===== src/hw/rtl/fppu_pkg.sv =====
// shared types, constants and colour ramp tables for the particle update block
// no dependencies; imported by every module of the block
package fppu_pkg;

    localparam int QUEUE_DEPTH = 4;
    localparam int QPTR_W      = $clog2(QUEUE_DEPTH);

    // particle kinds
    localparam logic [2:0] KIND_STATIC   = 3'd0;
    localparam logic [2:0] KIND_GRAV     = 3'd1;
    localparam logic [2:0] KIND_SLOWGRAV = 3'd2;
    localparam logic [2:0] KIND_FIRE     = 3'd3;
    localparam logic [2:0] KIND_EXPLODE  = 3'd4;
    localparam logic [2:0] KIND_EXPLODE2 = 3'd5;
    localparam logic [2:0] KIND_BLOB     = 3'd6;
    localparam logic [2:0] KIND_BLOB2    = 3'd7;

    // configuration register indexes
    localparam logic [2:0] REG_FRAME_STEP     = 3'd0;
    localparam logic [2:0] REG_FIRE_RAMP_STEP = 3'd1;
    localparam logic [2:0] REG_EXPL_RAMP_STEP = 3'd2;
    localparam logic [2:0] REG_EXPL2_RAMP_STEP = 3'd3;
    localparam logic [2:0] REG_GRAVITY_STEP   = 3'd4;
    localparam logic [2:0] REG_DRAG_STEP      = 3'd5;

    // ramp end points, 8 fractional bits
    localparam logic [31:0] FIRE_RAMP_END    = 32'(6 << 8);
    localparam logic [31:0] EXPLODE_RAMP_END = 32'(8 << 8);

    typedef enum logic [1:0] {
        VOP_NONE = 2'b00,
        VOP_ADD  = 2'b01,
        VOP_SUB  = 2'b10
    } vel_op_t;

    typedef enum logic [1:0] {
        GOP_NONE = 2'b00,
        GOP_ADD  = 2'b01,
        GOP_SUB  = 2'b10
    } grav_op_t;

    typedef struct packed {
        logic [15:0] frame_step;
        logic [15:0] fire_ramp_step;
        logic [15:0] explode_ramp_step;
        logic [15:0] explode2_ramp_step;
        logic [15:0] gravity_step;
        logic [15:0] drag_step;
    } cfg_t;

    // what the back end has to do with one record
    typedef struct packed {
        logic     alive;
        logic     use_frame;
        vel_op_t  vop_x;
        vel_op_t  vop_y;
        vel_op_t  vop_z;
        grav_op_t gop;
    } op_t;

    typedef struct packed {
        op_t                op;
        logic signed [31:0] pos_x;
        logic signed [31:0] pos_y;
        logic signed [31:0] pos_z;
        logic signed [31:0] vel_x;
        logic signed [31:0] vel_y;
        logic signed [31:0] vel_z;
        logic [30:0]        ramp;
        logic signed [31:0] life;
        logic [7:0]         colour;
    } item_t;

    function automatic logic [7:0] explode_colour(input logic [2:0] idx);
        logic [7:0] c;
        case (idx)
            3'd0:    c = 8'h6f;
            3'd1:    c = 8'h6d;
            3'd2:    c = 8'h6b;
            3'd3:    c = 8'h69;
            3'd4:    c = 8'h67;
            3'd5:    c = 8'h65;
            3'd6:    c = 8'h63;
            default: c = 8'h61;
        endcase
        return c;
    endfunction

    function automatic logic [7:0] explode2_colour(input logic [2:0] idx);
        logic [7:0] c;
        case (idx)
            3'd0:    c = 8'h6f;
            3'd1:    c = 8'h6e;
            3'd2:    c = 8'h6d;
            3'd3:    c = 8'h6c;
            3'd4:    c = 8'h6b;
            3'd5:    c = 8'h6a;
            3'd6:    c = 8'h68;
            default: c = 8'h66;
        endcase
        return c;
    endfunction

    function automatic logic [7:0] fire_colour(input logic [2:0] idx);
        logic [7:0] c;
        case (idx)
            3'd0:    c = 8'h6d;
            3'd1:    c = 8'h6b;
            3'd2:    c = 8'h06;
            3'd3:    c = 8'h05;
            3'd4:    c = 8'h04;
            3'd5:    c = 8'h03;
            default: c = 8'h00;
        endcase
        return c;
    endfunction

endpackage


===== src/hw/rtl/fppu_queue.sv =====
// short record queue between front and back end
// uses fppu_pkg for the record type and depth
module fppu_queue (
    input  logic            clk,
    input  logic            rst_n,
    input  logic            push,
    input  fppu_pkg::item_t push_item,
    input  logic            pop,
    output fppu_pkg::item_t head_item,
    output logic            empty,
    output logic            full
);
    import fppu_pkg::*;

    item_t                 mem [QUEUE_DEPTH];
    logic [QPTR_W-1:0]     wr_ptr_reg;
    logic [QPTR_W-1:0]     wr_ptr_next;
    logic [QPTR_W-1:0]     rd_ptr_reg;
    logic [QPTR_W-1:0]     rd_ptr_next;
    logic [QPTR_W:0]       count_reg;
    logic [QPTR_W:0]       count_next;
    logic                  do_push;
    logic                  do_pop;

    assign empty   = (count_reg == '0);
    assign full    = (count_reg == (QPTR_W+1)'(QUEUE_DEPTH));
    assign do_push = push && !full;
    assign do_pop  = pop && !empty;

    assign head_item = mem[rd_ptr_reg];

    // pointer and fill count update
    always_comb
    begin
        wr_ptr_next = do_push ? wr_ptr_reg + 1'b1 : wr_ptr_reg;
        rd_ptr_next = do_pop ? rd_ptr_reg + 1'b1 : rd_ptr_reg;
        count_next  = count_reg;
        if (do_push && !do_pop)
        begin
            count_next = count_reg + 1'b1;
        end
        else if (do_pop && !do_push)
        begin
            count_next = count_reg - 1'b1;
        end
    end

    always_ff @(posedge clk or negedge rst_n)
    begin
        if (!rst_n)
        begin
            wr_ptr_reg <= '0;
            rd_ptr_reg <= '0;
            count_reg  <= '0;
        end
        else
        begin
            wr_ptr_reg <= wr_ptr_next;
            rd_ptr_reg <= rd_ptr_next;
            count_reg  <= count_next;
        end
    end

    // record storage
    always_ff @(posedge clk)
    begin
        if (do_push)
        begin
            mem[wr_ptr_reg] <= push_item;
        end
    end

endmodule


===== config.mk =====
export PLATFORM = sky130hd
export DESIGN_NAME = fppu_queue
export DESIGN_NICKNAME = d
export VERILOG_FILES = /design/src/hw/rtl/fppu_pkg.sv /design/src/hw/rtl/fppu_queue.sv
export SDC_FILE = /design/constraint.sdc
export NUM_CORES = 1
export LEC_CHECK = 0
export ABC_CLOCK_PERIOD_IN_PS = 8800
export BUFFER_PORTS_ARGS = -buffer_cell sky130_fd_sc_hd__buf_4
export CELL_PAD_IN_SITES_DETAIL_PLACEMENT = 1
export CELL_PAD_IN_SITES_GLOBAL_PLACEMENT = 1
export CORE_ASPECT_RATIO = 0.6
export CORE_UTILIZATION = 40
export CTS_CLUSTER_DIAMETER = 120
export CTS_CLUSTER_SIZE = 12
export DETAILED_ROUTE_END_ITERATION = 10
export MAX_ROUTING_LAYER = met4
export PLACE_DENSITY = 0.61
export SYNTH_ARGS = -nofsm -noshare
export SYNTH_HDL_FRONTEND = slang
export SYNTH_SLANG_ARGS = --single-unit

===== constraint.sdc =====
create_clock -name clk -period 8.8 [get_ports clk]
set_input_delay 1.32 -clock clk [delete_from_list [all_inputs] [get_ports clk]]
set_output_delay 1.32 -clock clk [all_outputs]
set_load 0.02 [all_outputs]

# == Word level (Yosys, flattened, before mapping) ==
# Memories as Yosys holds them, arrays and structs flattened.
# Cells that the tools add are included.
# word_totals
elab_cells,23
ramBits,1092
inputBits,277
output_inout_bits,275
n_memories,1
reg_bits,7
# op_classes
reduce_logical,10
eq_ne,1
addsub,4
mux,4
# mem_list
name,words,width,rd,rd_clocked_by_memory_dff,wr,line_no,source
mem,4,273,1,0,1,fppu_queue.sv:15,item_t mem [QUEUE_DEPTH];
# op_table
cell,count
2-to-1 mux 3 bit,2
adder 2 x 1 -> 2 bit (second input constant),2
logical AND 1 bit,4
logical NOT 1 bit,4
adder 3 x 1 -> 3 bit (second input constant),1
== test 3 bit (second input constant),1
logical NOT 3 bit,1
subtractor 3 x 1 -> 3 bit (second input constant),1
2-to-1 mux 1 bit,2
nonzero test 2 bit,1

# == Logic depth before layout (Yosys ltp) ==
# logic_depth
ltp_word,7
mapped_depth,9
ltp_nobuf,8

# == Worst setup path after synthesis ==
# Ideal clock, no wire load.
# synth_path
kind,input to register
from,in push
to,mem mem[0][0] in the netlist's numbering (enable)
required_time_ns,8.131
stages,3
arrival_ns,7.792
setup_time_ns,0.669
path_slack_ns,0.339
path_buffers,1
path_cell_list,nor2b_1 > buf_2 > and2_1
# synth_via
elab_chain_len,3
# synth_rtl
element,line_no,source
from (decl),fppu_queue.sv:6,"input logic push,"
logical AND 1 bit,fppu_queue.sv:27,assign do_push = push && !full;
via do_push,fppu_queue.sv:22,logic do_push;
2-to-1 mux 1 bit,fppu_queue.sv:67,if (do_push)
2-to-1 mux 1 bit (not written as such),fppu_queue.sv:69,mem[wr_ptr_reg] <= push_item;
to (decl),fppu_queue.sv:15,
# The timed path passes the listed nets, and every way through them passes these cells.

==> flow_summary.json <==
{
  "grt_pass1_wl_um": 127000,
  "coreArea_sq_um": 98400,
  "seq_power_share_pct": 42.8,
  "peakVddDrop_mv": 0.189,
  "min_path_type": "primary input to asynchronous set/reset pin",
  "antenna_found_initial": 8,
  "leakage_nw": 16.0,
  "p_int_mw": 11.5,
  "crit_chain": "buf_12 -> mux4_2 -> buf_4",
  "hpwl_um": 52200,
  "hold_viol_final": 0,
  "cpPeakStageDelay_ps": 1060,
  "maxCapViolations": 0,
  "ios": 552,
  "ys_seq_elements": 1099,
  "final_area_sq_um": 48100,
  "finalSetupTns_ps": 0,
  "cts_tree": "yes",
  "cts_root_buffer": "clkbuf_16",
  "switching_share_pct": 32.1,
  "port_buffers": 551,
  "wire_per_inst_um": 25.4,
  "die_h_um": 246,
  "crit_required_ps": 7480,
  "die_area_sq_um": 101000,
  "htree_levels": 3,
  "power.switching_mw": 5.43,
  "place_area_sq_um": 45400,
  "rrSetupSlack_ps": 5780,
  "crit_path_top_delay_cell": "dfrtp_4",
  "rows": 89,
  "largest_reg_flops": 1092,
  "ys_warn_count": 0,
  "critPathArrivalTime_ps": 3500,
  "clockBufferDepth": 3,
  "fin_nets": 2355,
  "syn_inst": 1462,
  "p_clk_share_pct": 22.8,
  "post_cts_buffers": 0,
  "vias": 17400,
  "yosysSeqAreaShare_pct": 82.7,
  "die_x_um": 409,
  "drcViolationCount": 0,
  "wl_um": 86900,
  "clock_skew_ps": 25.9,
  "layout-drive-gt1-share_pct": 45.7,
  "syn-num-nets": 1745,
  "grt.total_usage_pct": 17.7,
  "finalCritPeriodShare_pct": 54.8,
  "critPathMaxFanout": 112,
  "yosysUniqueCellTypes": 22,
  "syn_avg_cell_area_sq_um": 27.3,
  "r2r_end": "mem[0][225]",
  "cts_buffers": 101,
  "ff2ff_path_depth": 4,
  "clkLatencyLatePin_ps": 700,
  "tightest_slew_ps": 1090,
  "setup_viol": 0,
  "grt_pass1_vias": 18900,
  "combPwrFrac_pct": 34.4,
  "drt_iter0_drc": 964,
  "worstSetupPathType": "register to output pin",
  "status": "finished, final reports clean",
  "syn_area_sq_um": 39800,
  "maxSlewViolCount": 0,
  "max_freq_ghz": 0.208,
  "cts.repair.resized": 0,
  "postCtsHoldBufs": 0,
  "grt_overflow": 0,
  "drt_pre_antenna_iters": 4,
  "area_growth_pct": 20.7,
  "rr_startpoint": "count_reg[2]",
  "globalplace.congestion": 0.726,
  "ant_nets": 0,
  "start_util_pct": 40.5,
  "slew_headroom_pct": 27.6,
  "vias_per_cell": 5.08,
  "cts_sinks": 1099,
  "cp-start-kind": "register",
  "clk_pin_slew_worst_paths_ps": 60,
  "period_minus_slack_ps": 4820,
  "utilization_pct": 48.9,
  "grt_max_degree": 148,
  "endpoint_kind": "output pin",
  "powerDensity_nw_per_um2": 352,
  "rsz0062_at_grt": "false"
}
-- final cells by class --
type	count	area (sq um)
tap	1319	1650
sequential	1099	33000
clock buffer	120	2600
antenna	9	22.5
fill	8708	50300
inverter	4	15.0
multi-input combinational	297	6370
timing repair buffer	569	4360
clock inverter	7	111
-- critical path: cells and delay by family, from the launching register on --
family	cells	cell delay, ps
flops	1	1060
mux	1	630
buf+inv	2	880
-- through the flow --
stage | cells | worst slack (ps) | hold slack, ps | total power [mW]
2_1_floorplan | 1462 | 339 | 447 | 11.2
3_3_place_gp | 3288 | 4570 | 467 | 13.3
3_5_place_dp | 3288 | 4570 | 497 | 13.4
4_1_cts | 3415 | 3800 | 362 | 17.3
5_1_grt | 3423 | 3660 | 382 | 17.7
6_report | 3424 | 3980 | 431 | 16.9
-- placed cells by master (no fill, tap or decap), types with 2 or more instances in the layout --
| master | count |
|---|---|
| ha_1 | 5 |
| xnor2_1 | 4 |
| and2_4 | 4 |
| inv_6 | 2 |
| buf_12 | 7 |
| inv_16 | 2 |
| mux2_2 | 2 |
| edfxtp_1 | 1092 |
| dfrtp_4 | 2 |
| clkbuf_16 | 101 |
| xor2_1 | 2 |
| buf_4 | 562 |
| inv_1 | 4 |
| clkbuf_1 | 19 |
| diode_2 | 9 |
| dfrtp_1 | 5 |
| mux4_2 | 273 |
-- synthesized netlist by cell type, drive strengths merged --
library cell  instances  area (sq um)
xor2                  2          17.5
nand2                 1          3.75
mux2                  2          22.5
clkbuf                2          7.51
nor3b                 1          7.51
nor2                  1          3.75
mux4                273          6150
edfxtp             1092         32800
inv                   4          15.0
nand3                 1          5.00
nor2b                 1          6.26
fa                    1          20.0
dfrtp                 7           175
ha                    5          62.6
buf                  60           492
or3                   1          6.26
xnor2                 4          35.0
and2                  4          25.0
-- routing by layer --
layer	global-route usage (%)	wire length, um	up-vias
met4	4.20	1570	0
met5	-	0	-
li1	-	-	7546
met3	5.16	5440	124
met2	28.4	44100	382
met1	22.2	35800	9342
-- power by group through the flow --
stage                     combinational (mW)  clock [mW]  sequential [mW]
after floorplan                         3.75           0             7.47
after global placement                  5.96           0             7.31
after detailed placement                5.98           0             7.38
after CTS                               6.00        3.99             7.28
after global routing                    6.17        4.15             7.35
final                                   5.82        3.86             7.25
-- worst max-delay path by stage --
stage / from / to / slack, ps / cells past startpoint
after floorplan: push / mem[0][0] / 340 / 3
after global placement: rd_ptr_reg[0] / head_item[91] / 4570 / 3
after detailed placement: rd_ptr_reg[0] / head_item[83] / 4570 / 3
after CTS: rd_ptr_reg[0] / head_item[80] / 3800 / 3
after global routing: rd_ptr_reg[0] / head_item[83] / 3660 / 3
final: rd_ptr_reg[0] / head_item[91] / 3980 / 3
-- kinds of logic after synthesis --
group | count (synthesis) | share of synthesized area [%]
xor gates and xnor gates | 6 | 0.132
adders and majority gates | 6 | 0.207
buffers and inverters | 66 | 1.29
DFF | 1099 | 82.7
muxes | 275 | 15.5
and+or+nand+nor | 10 | 0.144
Note: power is estimated with default switching activity, not from simulation.
