--- config.mk ---
export PLATFORM = sky130hd
export DESIGN_NAME = fppu_front
export DESIGN_NICKNAME = d
export VERILOG_FILES = /design/src/hw/rtl/fppu_pkg.sv /design/src/hw/rtl/fppu_front.sv
export SDC_FILE = /design/constraint.sdc
export NUM_CORES = 1
export LEC_CHECK = 0
export ABC_AREA = 1
export BUFFER_PORTS_ARGS = -buffer_cell sky130_fd_sc_hd__buf_2
export CAP_MARGIN = 20
export CORE_AREA = 4 4 245 247
export DETAILED_ROUTE_END_ITERATION = 10
export DIE_AREA = 0 0 249 251
export GPL_TIMING_DRIVEN = 0
export PLACE_DENSITY = 0.37
export SLEW_MARGIN = 20
export SYNTH_ARGS = -nofsm -noshare
export SYNTH_HDL_FRONTEND = slang
export SYNTH_SLANG_ARGS = --single-unit
export TNS_END_PERCENT = 5
--- constraint.sdc ---
create_clock -name vclk -period 4.07
set_input_delay 0 -clock vclk [all_inputs]
set_output_delay 0 -clock vclk [all_outputs]
set_load 0.01 [all_outputs]
--- src/hw/rtl/fppu_pkg.sv ---
// shared types, constants and colour ramp tables for the particle update block
// no dependencies; imported by every module of the block
package fppu_pkg;

    localparam int QUEUE_DEPTH = 4;
    localparam int QPTR_W      = $clog2(QUEUE_DEPTH);

    // particle kinds
    localparam logic [2:0] KIND_STATIC   = 3'd0;
    localparam logic [2:0] KIND_GRAV     = 3'd1;
    localparam logic [2:0] KIND_SLOWGRAV = 3'd2;
    localparam logic [2:0] KIND_FIRE     = 3'd3;
    localparam logic [2:0] KIND_EXPLODE  = 3'd4;
    localparam logic [2:0] KIND_EXPLODE2 = 3'd5;
    localparam logic [2:0] KIND_BLOB     = 3'd6;
    localparam logic [2:0] KIND_BLOB2    = 3'd7;

    // configuration register indexes
    localparam logic [2:0] REG_FRAME_STEP     = 3'd0;
    localparam logic [2:0] REG_FIRE_RAMP_STEP = 3'd1;
    localparam logic [2:0] REG_EXPL_RAMP_STEP = 3'd2;
    localparam logic [2:0] REG_EXPL2_RAMP_STEP = 3'd3;
    localparam logic [2:0] REG_GRAVITY_STEP   = 3'd4;
    localparam logic [2:0] REG_DRAG_STEP      = 3'd5;

    // ramp end points, 8 fractional bits
    localparam logic [31:0] FIRE_RAMP_END    = 32'(6 << 8);
    localparam logic [31:0] EXPLODE_RAMP_END = 32'(8 << 8);

    typedef enum logic [1:0] {
        VOP_NONE = 2'b00,
        VOP_ADD  = 2'b01,
        VOP_SUB  = 2'b10
    } vel_op_t;

    typedef enum logic [1:0] {
        GOP_NONE = 2'b00,
        GOP_ADD  = 2'b01,
        GOP_SUB  = 2'b10
    } grav_op_t;

    typedef struct packed {
        logic [15:0] frame_step;
        logic [15:0] fire_ramp_step;
        logic [15:0] explode_ramp_step;
        logic [15:0] explode2_ramp_step;
        logic [15:0] gravity_step;
        logic [15:0] drag_step;
    } cfg_t;

    // what the back end has to do with one record
    typedef struct packed {
        logic     alive;
        logic     use_frame;
        vel_op_t  vop_x;
        vel_op_t  vop_y;
        vel_op_t  vop_z;
        grav_op_t gop;
    } op_t;

    typedef struct packed {
        op_t                op;
        logic signed [31:0] pos_x;
        logic signed [31:0] pos_y;
        logic signed [31:0] pos_z;
        logic signed [31:0] vel_x;
        logic signed [31:0] vel_y;
        logic signed [31:0] vel_z;
        logic [30:0]        ramp;
        logic signed [31:0] life;
        logic [7:0]         colour;
    } item_t;

    function automatic logic [7:0] explode_colour(input logic [2:0] idx);
        logic [7:0] c;
        case (idx)
            3'd0:    c = 8'h6f;
            3'd1:    c = 8'h6d;
            3'd2:    c = 8'h6b;
            3'd3:    c = 8'h69;
            3'd4:    c = 8'h67;
            3'd5:    c = 8'h65;
            3'd6:    c = 8'h63;
            default: c = 8'h61;
        endcase
        return c;
    endfunction

    function automatic logic [7:0] explode2_colour(input logic [2:0] idx);
        logic [7:0] c;
        case (idx)
            3'd0:    c = 8'h6f;
            3'd1:    c = 8'h6e;
            3'd2:    c = 8'h6d;
            3'd3:    c = 8'h6c;
            3'd4:    c = 8'h6b;
            3'd5:    c = 8'h6a;
            3'd6:    c = 8'h68;
            default: c = 8'h66;
        endcase
        return c;
    endfunction

    function automatic logic [7:0] fire_colour(input logic [2:0] idx);
        logic [7:0] c;
        case (idx)
            3'd0:    c = 8'h6d;
            3'd1:    c = 8'h6b;
            3'd2:    c = 8'h06;
            3'd3:    c = 8'h05;
            3'd4:    c = 8'h04;
            3'd5:    c = 8'h03;
            default: c = 8'h00;
        endcase
        return c;
    endfunction

endpackage

--- src/hw/rtl/fppu_front.sv ---
// front end: takes one particle record, ages it, runs the colour ramp and
// decodes its kind into back-end operations; uses fppu_pkg
module fppu_front (
    input  fppu_pkg::cfg_t      cfg,
    input  logic [2:0]          kind,
    input  logic signed [31:0]  pos_x,
    input  logic signed [31:0]  pos_y,
    input  logic signed [31:0]  pos_z,
    input  logic signed [31:0]  vel_x,
    input  logic signed [31:0]  vel_y,
    input  logic signed [31:0]  vel_z,
    input  logic [30:0]         ramp_in,
    input  logic signed [31:0]  life_in,
    input  logic [7:0]          colour_in,
    output fppu_pkg::item_t     item
);
    import fppu_pkg::*;

    logic [31:0] life_dec;
    logic        alive;
    logic [15:0] ramp_step;
    logic        has_ramp;
    logic [31:0] ramp_sum;
    logic [31:0] ramp_end;
    logic        ramp_done;
    logic [7:0]  ramp_colour;
    op_t         op;

    // life drops first; a negative result removes the particle
    assign life_dec = life_in - {16'd0, cfg.frame_step};
    assign alive    = ~life_dec[31];

    // ramp step and end point by kind
    always_comb
    begin
        ramp_step = 16'd0;
        has_ramp  = 1'b0;
        ramp_end  = EXPLODE_RAMP_END;
        case (kind)
            KIND_FIRE:
            begin
                ramp_step = cfg.fire_ramp_step;
                has_ramp  = 1'b1;
                ramp_end  = FIRE_RAMP_END;
            end
            KIND_EXPLODE:
            begin
                ramp_step = cfg.explode_ramp_step;
                has_ramp  = 1'b1;
            end
            KIND_EXPLODE2:
            begin
                ramp_step = cfg.explode2_ramp_step;
                has_ramp  = 1'b1;
            end
            default:
            begin
                ramp_step = 16'd0;
                has_ramp  = 1'b0;
            end
        endcase
    end

    assign ramp_sum  = {1'b0, ramp_in} + {16'd0, ramp_step};
    assign ramp_done = (ramp_sum >= ramp_end);

    // colour lookup on the ramp's integer part
    always_comb
    begin
        case (kind)
            KIND_FIRE:     ramp_colour = fire_colour(ramp_sum[10:8]);
            KIND_EXPLODE:  ramp_colour = explode_colour(ramp_sum[10:8]);
            KIND_EXPLODE2: ramp_colour = explode2_colour(ramp_sum[10:8]);
            default:       ramp_colour = colour_in;
        endcase
    end

    // velocity and gravity operations by kind
    always_comb
    begin
        op.alive     = alive;
        op.use_frame = 1'b0;
        op.vop_x     = VOP_NONE;
        op.vop_y     = VOP_NONE;
        op.vop_z     = VOP_NONE;
        op.gop       = GOP_NONE;
        if (alive)
        begin
            case (kind)
                KIND_GRAV, KIND_SLOWGRAV:
                begin
                    op.gop = GOP_SUB;
                end
                KIND_FIRE:
                begin
                    op.gop = GOP_ADD;
                end
                KIND_EXPLODE, KIND_BLOB:
                begin
                    op.vop_x = VOP_ADD;
                    op.vop_y = VOP_ADD;
                    op.vop_z = VOP_ADD;
                    op.gop   = GOP_SUB;
                end
                KIND_EXPLODE2:
                begin
                    op.use_frame = 1'b1;
                    op.vop_x     = VOP_SUB;
                    op.vop_y     = VOP_SUB;
                    op.vop_z     = VOP_SUB;
                    op.gop       = GOP_SUB;
                end
                KIND_BLOB2:
                begin
                    op.vop_x = VOP_SUB;
                    op.vop_y = VOP_SUB;
                    op.gop   = GOP_SUB;
                end
                default:
                begin
                    op.gop = GOP_NONE;
                end
            endcase
        end
    end

    // record handed to the queue
    always_comb
    begin
        item.op     = op;
        item.pos_x  = pos_x;
        item.pos_y  = pos_y;
        item.pos_z  = pos_z;
        item.vel_x  = vel_x;
        item.vel_y  = vel_y;
        item.vel_z  = vel_z;
        item.ramp   = ramp_in;
        item.life   = life_dec;
        item.colour = colour_in;
        if (alive && has_ramp)
        begin
            item.ramp = ramp_sum[30:0];
            if (ramp_done)
            begin
                item.life = '1;
            end
            else
            begin
                item.colour = ramp_colour;
            end
        end
    end

endmodule

# Word level (Yosys, flattened, before mapping)
# Cells that the tools add are included.
[totals]
output_inout_bits = 273
ramBits = 0
input_bits = 362
latch_bits = 0
mem_bits_ro = 0
ff_bits = 0
mem_count = 0
[classes]
n_mul = 0
addsub = 2
shifts = 0
eq_ne = 13
reduce_logical = 6
bitwise_logic = 1
magnitude_cmp = 1
muxes = 15
div = 0
[ops]
columns = ["op", "n"]
rows = [
  ["2-to-1 mux 71 bit", 1],
  ["one-hot mux 4 bit (7 select lines)", 2],
  ["one-hot mux 16 bit (3 select lines)", 1],
  ["one-hot mux 7 bit (6 select lines)", 1],
  ["adder 31 x 16 -> 32 bit", 1],
  ["greater-or-equal comparator 32 bit", 1],
  ["2-to-1 mux 32 bit", 1],
  ["subtractor 32 x 16 -> 32 bit", 1],
  ["one-hot mux 8 bit (3 select lines)", 1],
  ["== test 3 bit, second input constant", 7],
  ["== test 3 x 2 -> 1 bit, second input constant", 4],
  ["2-to-1 mux 12 bit", 1],
  ["2-to-1 mux 9 bit", 1],
  ["2-to-1 mux 8 bit", 1],
  ["one-hot mux 2 bit (2 select lines)", 2],
  ["one-hot mux 4 bit (2 select lines)", 1],
  ["== test 3 x 1 -> 1 bit, second input constant", 2],
  ["OR reduction 6 bit", 1],
  ["OR reduction 2 bit", 2],
  ["logical NOT 3 bit", 1],
  ["OR reduction 3 bit", 1],
  ["2-to-1 mux 1 bit", 2],
  ["logical AND 1 bit", 1],
  ["NOT 1 bit", 1],
]

# Depth between registers and ports, before layout
[depth]
ltp_word = 8
ltp_mapped = 37
depth_no_buf = 34

# Worst setup path before layout
# Ideal clock, no wire load.
[synth_timing]
path_kind = "input-to-output"
from = "in kind[2]"
to = "out item[33] in the netlist's numbering"
setup_slack_ns = 0.148
arrival_time_ns = 3.922
cell_stages = 36
t_required_ns = 4.070
cell_sequence = "inv_1 -> nand3_1 -> inv_1 -> clkbuf_1 -> buf_1 -> nand2_1 -> nand3_1 -> ha_1 -> inv_1 -> fa_1 -> inv_1 -> nand2_1 -> nand2_1 -> nand3_1 -> nand2_1 -> nand2_1 -> nand2_1 -> nand2_1 -> nand2_1 -> inv_1 -> ha_1 -> nand2_1 -> inv_1 -> nand4_1 -> nor2_1 -> nand3_1 -> nor2_1 -> nand3_1 -> nand2_1 -> nor2_1 -> nand3_2 -> nor2_8 -> nand2_4 -> nand2_4 -> buf_12 -> nand2_1"
[synth_rtl]
columns = ["item", "line", "text"]
rows = [
  ["from (decl)", "fppu_front.sv:5", "input logic [2:0] kind,"],
  ["to (decl)", "fppu_front.sv:15", "output fppu_pkg::item_t item"],
]

==> flow_metrics.py <==
metrics = {
    "route": {
        "vias_per_cell": 3.48,
        "drtIter0Drc": 252,
        "first_pass_iters": 4,
        "drt-total-wl_um": 34900,
        "ant_nets": 0,
        "vias": 8003,
        "routedWlPerCell_um": 15.2,
        "m1WireLength_um": 13300,
        "wl_met2_um": 18500,
        "wl_met3_um": 2600,
        "drc": 0,
        "top_layer_used": "met5",
    },
    "hold_path": {
        "hp-class": "in2out",
    },
    "cells_and_area": {
        "final_util_pct": 17.1,
        "nClkBuffers": 0,
        "fillers": 6752,
        "regArea_um2": 0,
        "syn2layout_area_growth_pct": 69.4,
        "design_area_um2": 9840,
        "drive_gt1_share_pct": 50.4,
        "nFlopsAndLatches": 0,
        "final_common_cell": "buf_2",
        "nets": 1932,
        "final_cell_mix": "buf_2 (404), nand2_1 (331), buf_4 (243)",
    },
    "status": {
        "outcome": "completed",
    },
    "timing": {
        "fin_crit_sh_pct": 96.2,
        "setup_violations": 0,
        "fin_setup_tns_ns": 0,
        "setup_ws_ns": 0.155,
        "drv_slew": 0,
        "fin_crit_ns": 3.91,
        "hold_viol": 0,
        "rsz0062_at_grt": "yes",
        "slew_headroom_pct": 62.1,
        "clock.fmax_mhz": 255,
        "worstMarginPinSlew_ns": 0.564,
    },
    "logic_synthesis": {
        "yosysWarningCount": 0,
        "syn-num-nets": 1469,
        "ys_types": 40,
        "synthesis.area_um2": 5810,
        "postSynthCellCount": 1070,
        "ys_seq_area_share_pct": 0,
        "syn_area_per_cell_um2": 5.43,
    },
    "place": {
        "dp_slack_ns": -2.42,
        "dpl_cell_area_um2": 8820,
        "gp_congestion": 0.840,
        "io_buffers": 411,
        "dp_hpwl_um": 31200,
    },
    "floorplanning": {
        "dieArea_um2": 62500,
        "die_w_um": 249,
        "rows": 88,
        "initial_core_util_pct": 10.1,
        "die_y_um": 251,
        "ioPinCount": 635,
        "core_um2": 57600,
    },
    "global_route": {
        "overflow": 0,
        "grt_pass1_vias": 8237,
        "grt_pass1_wl_um": 50100,
        "grt_max_degree": 11,
        "antenna_found_initial": 11,
        "grt.total_usage_pct": 10.2,
    },
    "flow_run": {
        "cap_violations": 0,
    },
    "critical_path": {
        "cp_slowest_cell": "a221oi_4",
        "crit_path_frequent_cell": "buf_4",
        "path_buf_inv": 19,
        "worst-path-stages": 35,
        "slowest_delay_ns": 0.37,
        "path_class": "in2out",
        "path_max_fanout": 8,
        "required_ns": 4.07,
        "crit_family": "buffers and inverters",
        "startpoint": "kind[2]",
        "crit_end": "item[39]",
        "crit_path_end_kind": "output pin",
        "arrival_ns": 3.91,
        "cp-start-kind": "input port",
    },
    "power": {
        "leakage_nw": 5.56,
        "power_mw": 1.24,
        "ir_worst_vdd_uv": 49.8,
        "power_density_nw_per_um2": 126,
    },
    "clock_network": {
        "hold_buffers": 0,
    },
}
## through the flow
| stage | hold slack [ns] | cells |
|---|---|---|
| after global routing | 0.187 | 2297 |
| after CTS | 0.185 | 2286 |
| after detailed placement | 0.185 | 2246 |
| final | 0.184 | 2300 |
| after floorplan | 0.0507 | 1070 |
| after global placement | 0.187 | 2246 |
## cells in the mapped netlist (all sizes together)
cell type	n	share of area, %
buf	207	27
ha	35	7.5
a21oi	28	2.4
clkbuf	5	0.32
xor2	16	2.7
nand4	16	1.7
a221oi	1	0.15
xnor2	8	1.2
inv	137	8.9
nor3	19	1.8
nand3	93	9.0
or2	8	0.90
o21ai	43	3.7
o21bai	1	0.13
nand2	357	24
nand3b	12	1.6
nor2	70	5.3
nor4	5	0.54
and3	1	0.11
fa	2	0.69
a21boi	1	0.13
a21o	2	0.26
and2	3	0.32
## logic make-up after synthesis
logic type	synth area share [%]
adder cells (fa/ha/maj)	8.23
buffers and inverters	36.0
AND/OR/NAND/NOR	45.0
XOR/XNOR	3.94
AO/OA/AOI/OAI	6.79
## final cells by class
type	count	area (um2)	share of cell area, %
Multi-Input combinational cell	721	4090	41.6
Timing Repair Buffer	462	2590	26.3
Buffer	211	1660	16.9
Tap cell	765	957	9.73
Inverter	137	529	5.38
Antenna cell	4	10.0	0.102
## how the worst min path moves through the flow
stage,depth (start not counted),slack [ns],endpoint,start
3_3_place_gp,2,0.19,item[156],vel_x[21]
2_1_floorplan,1,0.05,item[265],kind[0]
5_1_grt,2,0.19,item[71],vel_z[0]
3_5_place_dp,2,0.18,item[203],pos_y[4]
4_1_cts,2,0.18,item[203],pos_y[4]
6_report,2,0.18,item[203],pos_y[4]
## power by group
part / switching [mW] / leakage [nW] / total [mW] / internal (mW)
Sequential: 0 / 0 / 0 / 0
Combinational: 0.681 / 5.56 / 1.24 / 0.562
Clock: 0 / 0.0000254 / 0.000000132 / 0.000000132
Total: 0.681 / 5.56 / 1.24 / 0.562
## what timing repair did
item / in CTS / in global routing
buffers inserted: 38 / 12
gates cloned: 2 / 0
gates resized for setup: 104 / 38
pin swaps: 20 / 22
setup endpoints to repair: 64 / 40
## metal layers
metal | vias up | GRT usage (%)
li1 | 4098 | -
met1 | 3531 | 11.8
met2 | 330 | 20.1
met3 | 34 | 2.03
met4 | 10 | 1.28
met5 | - | 0
(Power assumes the default switching activity.)
